===== src/hdl/tfrh_pkg.sv =====
// Package for the tagged FNV-1a 64-bit record hasher.
// Holds the word types, command codes, FNV constants and the byte-count table.
// No dependencies.
package tfrh_pkg;

    localparam logic [63:0] FNV_BASIS = 64'hcbf29ce484222325;
    localparam logic [8:0]  FNV_PRIME_LOW = 9'h1b3;
    localparam int unsigned FNV_PRIME_SHIFT = 40;

    localparam logic [7:0] TAG_U64  = 8'h55;
    localparam logic [7:0] TAG_BOOL = 8'h42;
    localparam logic [7:0] TAG_F32  = 8'h46;
    localparam logic [7:0] TAG_F64  = 8'h44;

    localparam logic [2:0] CMD_START = 3'd0;
    localparam logic [2:0] CMD_U64   = 3'd1;
    localparam logic [2:0] CMD_BOOL  = 3'd2;
    localparam logic [2:0] CMD_F32   = 3'd3;
    localparam logic [2:0] CMD_F64   = 3'd4;
    localparam logic [2:0] CMD_RAW8  = 3'd5;
    localparam logic [2:0] CMD_RAW1  = 3'd6;
    localparam logic [2:0] CMD_RAW4  = 3'd7;

    typedef struct packed {
        logic [2:0]  cmd;
        logic        side;
        logic [63:0] value;
        logic [15:0] count_add;
    } req_word_t;

    typedef struct packed {
        logic [63:0] hash_now;
        logic [31:0] count_now;
    } rsp_word_t;

    // Controller to datapath.
    typedef struct packed {
        logic load;
        logic step;
        logic commit;
    } dp_cmd_t;

    // Datapath to controller.
    typedef struct packed {
        logic slot_free;
    } dp_sts_t;

    // Number of bytes folded by a command, tag byte included.
    function automatic logic [3:0] fold_len(input logic [2:0] cmd);
        logic [3:0] n;
        begin
            unique case (cmd)
                CMD_START: n = 4'd0;
                CMD_U64:   n = 4'd9;
                CMD_BOOL:  n = 4'd2;
                CMD_F32:   n = 4'd5;
                CMD_F64:   n = 4'd9;
                CMD_RAW8:  n = 4'd8;
                CMD_RAW1:  n = 4'd1;
                default:   n = 4'd4;
            endcase
            return n;
        end
    endfunction

endpackage


===== src/hdl/tagged_fnv1a64_record_hasher.sv =====
// Top level of the tagged FNV-1a 64-bit record hasher.
// Depends on tfrh_pkg, tfrh_ctrl and tfrh_dp.
//
// One request word is taken at a time. It folds n bytes (tag included) into the
// hash of the chosen side at one byte per cycle through a single xor-multiply
// step, then commits the result before the next word can be taken. n is 9 for
// u64 and f64, 8 for raw 8 bytes, 5 for f32, 4 for raw 4 bytes, 2 for bool, 1
// for one raw byte and 0 for start. The result sits in an output register, so
// a new word is taken while the previous result still waits; the block only
// holds in its final cycle when that register is still full.
module tagged_fnv1a64_record_hasher
    import tfrh_pkg::*;
(
    input  logic      clk,
    input  logic      rst_n,
    input  logic      req_valid,
    output logic      req_stall,
    input  req_word_t req,
    output logic      rsp_valid,
    input  logic      rsp_stall,
    output rsp_word_t rsp
);

    dp_cmd_t dp_cmd;
    dp_sts_t dp_sts;
    logic    busy;

    assign req_stall = busy;

    tfrh_ctrl u_ctrl (
        .clk       (clk),
        .rst_n     (rst_n),
        .req_valid (req_valid),
        .req_cmd   (req.cmd),
        .sts       (dp_sts),
        .cmd       (dp_cmd),
        .busy      (busy)
    );

    tfrh_dp u_dp (
        .clk       (clk),
        .rst_n     (rst_n),
        .req       (req),
        .cmd       (dp_cmd),
        .sts       (dp_sts),
        .rsp_valid (rsp_valid),
        .rsp_stall (rsp_stall),
        .rsp       (rsp)
    );

`ifndef SYNTHESIS
    // A result is never written over one that is still waiting.
    a_commit_free: assert property (@(posedge clk) disable iff (!rst_n)
        dp_cmd.commit |-> (!rsp_valid || !rsp_stall))
        else $error("result overwritten while stalled");

    // An accepted word keeps the block busy in the next cycle.
    a_busy_after_accept: assert property (@(posedge clk) disable iff (!rst_n)
        (req_valid && !req_stall) |=> busy)
        else $error("block idle right after accepting a word");

    // A new result appears only after a commit.
    a_valid_from_commit: assert property (@(posedge clk) disable iff (!rst_n)
        $rose(rsp_valid) |-> $past(dp_cmd.commit))
        else $error("result valid without a commit");
`endif

endmodule


===== src/hdl/tfrh_ctrl.sv =====
// Controller of the record hasher: sequences load, byte folds and commit.
// Depends on tfrh_pkg.
module tfrh_ctrl
    import tfrh_pkg::*;
(
    input  logic       clk,
    input  logic       rst_n,
    input  logic       req_valid,
    input  logic [2:0] req_cmd,
    input  dp_sts_t    sts,
    output dp_cmd_t    cmd,
    output logic       busy
);

    typedef enum logic [1:0] {
        ST_IDLE,
        ST_FOLD,
        ST_FINISH
    } state_t;

    state_t     state_reg, state_next;
    logic [3:0] left_reg, left_next;
    logic [3:0] len;

    assign len  = fold_len(req_cmd);
    assign busy = (state_reg != ST_IDLE);

    always_comb
    begin
        state_next = state_reg;
        left_next  = left_reg;
        cmd        = '0;
        unique case (state_reg)
            ST_IDLE:
            begin
                if (req_valid)
                begin
                    cmd.load  = 1'b1;
                    left_next = len;
                    state_next = (len == 4'd0) ? ST_FINISH : ST_FOLD;
                end
            end
            ST_FOLD:
            begin
                cmd.step  = 1'b1;
                left_next = left_reg - 4'd1;
                if (left_reg == 4'd1)
                begin
                    state_next = ST_FINISH;
                end
            end
            ST_FINISH:
            begin
                if (sts.slot_free)
                begin
                    cmd.commit = 1'b1;
                    state_next = ST_IDLE;
                end
            end
            default:
            begin
                state_next = ST_IDLE;
            end
        endcase
    end

    always_ff @(posedge clk or negedge rst_n)
    begin
        if (!rst_n)
        begin
            state_reg <= ST_IDLE;
            left_reg  <= 4'd0;
        end
        else
        begin
            state_reg <= state_next;
            left_reg  <= left_next;
        end
    end

endmodule


===== src/hdl/tfrh_dp.sv =====
// Datapath of the record hasher: hash and count state, byte shifter, FNV step
// and the result register. Depends on tfrh_pkg.
module tfrh_dp
    import tfrh_pkg::*;
(
    input  logic      clk,
    input  logic      rst_n,
    input  req_word_t req,
    input  dp_cmd_t   cmd,
    output dp_sts_t   sts,
    output logic      rsp_valid,
    input  logic      rsp_stall,
    output rsp_word_t rsp
);

    logic [63:0] in_hash_reg, out_hash_reg;
    logic [31:0] in_count_reg, out_count_reg;
    logic [63:0] work_reg;
    logic [71:0] bytes_reg, bytes_next;
    logic        side_reg, start_reg;
    logic [15:0] add_reg;
    logic        valid_reg;
    rsp_word_t   rsp_reg;

    logic [63:0] mixed, folded;
    logic [31:0] count_sum;

    // Multiply by the FNV prime as a 40-bit shift plus a small product.
    assign mixed  = work_reg ^ {56'd0, bytes_reg[7:0]};
    assign folded = (mixed << FNV_PRIME_SHIFT) + (mixed * {55'd0, FNV_PRIME_LOW});

    assign count_sum = (side_reg ? out_count_reg : in_count_reg) + {16'd0, add_reg};

    assign sts.slot_free = !valid_reg || !rsp_stall;
    assign rsp_valid     = valid_reg;
    assign rsp           = rsp_reg;

    // Operand bytes in fold order, tag first where the command has one, low byte at the bottom.
    always_comb
    begin
        case (req.cmd)
            CMD_U64:  bytes_next = {req.value, TAG_U64};
            CMD_BOOL: bytes_next = {63'd0, |req.value, TAG_BOOL};
            CMD_F32:  bytes_next = {32'd0, req.value[31:0], TAG_F32};
            CMD_F64:  bytes_next = {req.value, TAG_F64};
            default:  bytes_next = {8'd0, req.value};
        endcase
    end

    always_ff @(posedge clk)
    begin
        if (cmd.load)
        begin
            bytes_reg <= bytes_next;
            work_reg  <= req.side ? out_hash_reg : in_hash_reg;
            side_reg  <= req.side;
            start_reg <= (req.cmd == CMD_START);
            add_reg   <= req.count_add;
        end
        else if (cmd.step)
        begin
            bytes_reg <= {8'd0, bytes_reg[71:8]};
            work_reg  <= folded;
        end
        if (cmd.commit)
        begin
            if (start_reg)
            begin
                rsp_reg.hash_now  <= FNV_BASIS;
                rsp_reg.count_now <= 32'd0;
            end
            else
            begin
                rsp_reg.hash_now  <= work_reg;
                rsp_reg.count_now <= count_sum;
            end
        end
    end

    always_ff @(posedge clk or negedge rst_n)
    begin
        if (!rst_n)
        begin
            in_hash_reg   <= FNV_BASIS;
            out_hash_reg  <= FNV_BASIS;
            in_count_reg  <= 32'd0;
            out_count_reg <= 32'd0;
            valid_reg     <= 1'b0;
        end
        else
        begin
            if (cmd.commit)
            begin
                valid_reg <= 1'b1;
                if (start_reg)
                begin
                    in_hash_reg   <= FNV_BASIS;
                    out_hash_reg  <= FNV_BASIS;
                    in_count_reg  <= 32'd0;
                    out_count_reg <= 32'd0;
                end
                else if (side_reg)
                begin
                    out_hash_reg  <= work_reg;
                    out_count_reg <= count_sum;
                end
                else
                begin
                    in_hash_reg  <= work_reg;
                    in_count_reg <= count_sum;
                end
            end
            else if (valid_reg && !rsp_stall)
            begin
                valid_reg <= 1'b0;
            end
        end
    end

endmodule

===== config.mk =====
export PLATFORM = sky130hd
export DESIGN_NAME = tagged_fnv1a64_record_hasher
export DESIGN_NICKNAME = d
export VERILOG_FILES = /design/src/hdl/tfrh_pkg.sv /design/src/hdl/tagged_fnv1a64_record_hasher.sv /design/src/hdl/tfrh_ctrl.sv /design/src/hdl/tfrh_dp.sv
export SDC_FILE = /design/constraint.sdc
export NUM_CORES = 2
export LEC_CHECK = 0
export BUFFER_PORTS_ARGS = -buffer_cell sky130_fd_sc_hd__buf_2
export CAP_MARGIN = 20
export CORE_MARGIN = 5
export CORE_UTILIZATION = 47
export DETAILED_ROUTE_END_ITERATION = 10
export PLACE_DENSITY = 0.7
export SLEW_MARGIN = 20
export SYNTH_ARGS = -nofsm -noshare
export SYNTH_HDL_FRONTEND = slang
export SYNTH_SLANG_ARGS = --single-unit

===== constraint.sdc =====
create_clock -name clk -period 7.11 [get_ports clk]
set_clock_uncertainty 0.1 [all_clocks]
set_input_delay 2.133 -clock clk [delete_from_list [all_inputs] [get_ports clk]]
set_output_delay 2.133 -clock clk [all_outputs]
set_load 0.05 [all_outputs]

==> qor.yml <==
status: "complete, no violations"
setup-tns-final_ps: 0
rsz0062_at_grt: "no"
synth_edf_count: 250
cp_cell_sequence: "xnor2_1 > inv_1 > ha_1 > xor2_1 > ha_1 > or2_2 > fa_1 > fa_1 > ha_1 > ha_1 > a21oi_1 > o211ai_1 > nand3b_1 > a31oi_1 > o21ai_1 > a21o_1 > a21oi_1 > or3_1 > o2111ai_1"
grt.overflow.total: 0
track_usage_pct: 22.0
dr.pass1.iters: 7
synth_top_area_share_pct: 23.2
critPathSlowestCell: "xnor2_1"
wl_per_cell_um: 18.8
post_cts_resized: 0
synth.avg_cell_area_um2: 9.78
fin_crit_ps: 6260
worst_pin_slew_ps: 993
first_global_vias: 23700
hold_viol: 0
yosysUniqueCellTypes: 90
synth_cells: 3302
slew_headroom_pct: 33.8
clk_latency_ps: 630
core_mm2: 0.0683
synth-seq-area-share_pct: 38.9
layout-drive-gt1-share_pct: 12.3
via_per_inst: 5.48
required_ps: 7340
synth_seq_cells: 449
cts_sinks: 449
final_max_slew_viol_count: 0
gp_congestion: 0.931
die_y_um: 272
antenna_found_initial: 4
clockBufferDepth: 3
crit_top_cell: "ha_1"
clock.fmax_mhz: 160
synth_nets: 3815
grt_max_degree: 108
ctsHoldBuffers: 0
synth_flop_cell: "edfxtp_1"
die_w_um: 272
timing.final.crit_share_pct: 88.0
max_cap_violations: 0
boundaryPins: 186
yosysTopAreaCell: "edfxtp_1"
grt_first_pass_wirelength_mm: 132
cts_tree: "done"
vias: 23700
clk_pin_slew_ps: 70
numCtsBuffers: 52
cp.arrival_ps: 6490
fillers: 6148
crit_path_max_incr_delay_ps: 500
setup-violations-final: 0
crit_type: "flip-flop to flip-flop"
cts-root-buf: "clkbuf_16"
cp-start-kind: "flip-flop"
synth_area_leaders: "edfxtp_1 23%, fa_1 13%, dfrtp_1 11%, ha_1 8.3%, inv_1 6.0%"
drt-initial-drc-count: 1681
drt_wl_total_mm: 81.5
port_buffers: 185
crit_fanout: 6
start_util_pct: 47.3
yosys_warnings: 0
synthesis.area_mm2: 0.0323
largest_reg_flops: 96
drtAntennaViolNets: 0
drc: 0
critical_path.endpoint_type: "flip-flop"
cts_setup_buffers: 0
fin_nets: 3916
dp_hpwl_mm: 61.5
h-tree-depth: 2
rows: 96
syn2layout_area_growth_pct: 10.6
async_reset_ff_share_pct: 44.3
hold_path_class: "flip-flop to flip-flop"
fp.dieArea_mm2: 0.0741
## stage by stage
| step | cell area (µm²) | utilization, % | hold WS (ps) | setup WS (ps) | std cells |
|---|---|---|---|---|---|
| finish | 35700 | 52.3 | 372 | 853 | 4332 |
| global placement | 33900 | 49.7 | 355 | 1020 | 4230 |
| CTS | 35700 | 52.3 | 376 | 864 | 4329 |
| global route | 35700 | 52.3 | 391 | 532 | 4332 |
| detailed placement | 34000 | 49.7 | 362 | 921 | 4231 |
| floorplan | 32300 | - | 342 | 681 | 3302 |
## kinds of logic (layout without fill, tap and decap cells)
group	after synthesis	count (layout)	share of synthesized area, %
DFF	449	449	38.9
buffers and inverters	680	825	7.99
adders and majority gates	425	425	21.4
other	0	3	0
and+or+nand+nor	851	851	11.9
xor gates and xnor gates	162	162	4.39
AOI/OAI and AO/OA	640	640	12.5
muxes	95	95	3.07
## synth_stat cells (34+ instances only)
master	number
inv_1	518
nand2_1	364
edfxtp_1	250
nor2_1	219
ha_1	214
o21ai_0	214
fa_1	211
dfrtp_1	143
a21oi_1	139
clkbuf_1	116
xnor2_1	91
xor2_1	71
nand3_1	67
mux2i_1	63
a21o_1	62
dfstp_2	56
a31oi_1	45
o31ai_1	34
## critical path, delay by kind of cell (launching register included)
| family | cells | cell delay (ps) |
|---|---|---|
| and+or+nand+nor | 3 | 750 |
| buffers and inverters | 1 | 160 |
| xor gates and xnor gates | 2 | 690 |
| DFF | 1 | 390 |
| adders and majority gates | 6 | 2120 |
| AOI/OAI and AO/OA | 7 | 1740 |
## cell type report
class                           count  area [µm²]  share of cell area [%]
Clock inverter                     29         368                    1.03
Tap cell                          882        1100                    3.09
Antenna cell                        3        7.51                  0.0210
Timing Repair Buffer              207        1120                    3.13
Sequential cell                   449       12600                    35.1
Clock buffer                       69        1420                    3.96
Inverter                          520        1960                    5.48
Multi-Input combinational cell   2173       17200                    48.2
## layer usage
metal,wire (µm),vias up,global-route usage (%)
met2,37000,679,34.4
met5,14,-,0
met1,37200,11600,31.8
met3,5030,129,3.96
met4,2320,2,6.11
li1,-,11300,-
## layout by cell type (no fill, tap or decap), types with 14 or more instances in the layout
cell       netlist  final
a21o_1          62     62
a21oi_1        139    138
a221oi_1        28     28
a31oi_1         45     45
and3_1          22     22
buf_2           18    183
buf_4            1     21
clkbuf_16        0     52
dfrtp_1        143    143
dfstp_2         56     56
edfxtp_1       250    250
fa_1           211    211
ha_1           214    214
inv_1          518    517
mux2_2          32     32
mux2i_1         63     63
nand2_1        364    359
nand2b_1        16     16
nand3_1         67     67
nand4_1         30     30
nor2_1         219    218
nor2b_1         33     33
nor3_1          19     19
nor4_1          33     33
o21ai_0        214    214
o21bai_1        14     14
o31ai_1         34     34
xnor2_1         91     91
xor2_1          71     71
## final timing paths
check	cells past startpoint	start	to	slack [ps]
setup reg to reg	19	u_dp.work_reg[2]$_DFFE_PP_	u_dp.work_reg[60]$_DFFE_PP_	850
max in group asynchronous	2	rst_n	u_dp.out_hash_reg[11]$_DFFE_PN0P_	4310
min in group asynchronous	1	rst_n	u_dp.in_count_reg[26]$_DFFE_PN0P_	1470
hold / removal	2	u_dp.out_count_reg[10]$_DFFE_PN0P_	u_dp.out_count_reg[10]$_DFFE_PN0P_	370
setup / recovery	19	u_dp.work_reg[2]$_DFFE_PP_	u_dp.work_reg[60]$_DFFE_PP_	850
hold reg to reg	2	u_dp.out_count_reg[10]$_DFFE_PN0P_	u_dp.out_count_reg[10]$_DFFE_PN0P_	370
Power is left out: the tool's default activity adds up to more than one toggle a clock period on the data nets, which glitch-free logic cannot reach.
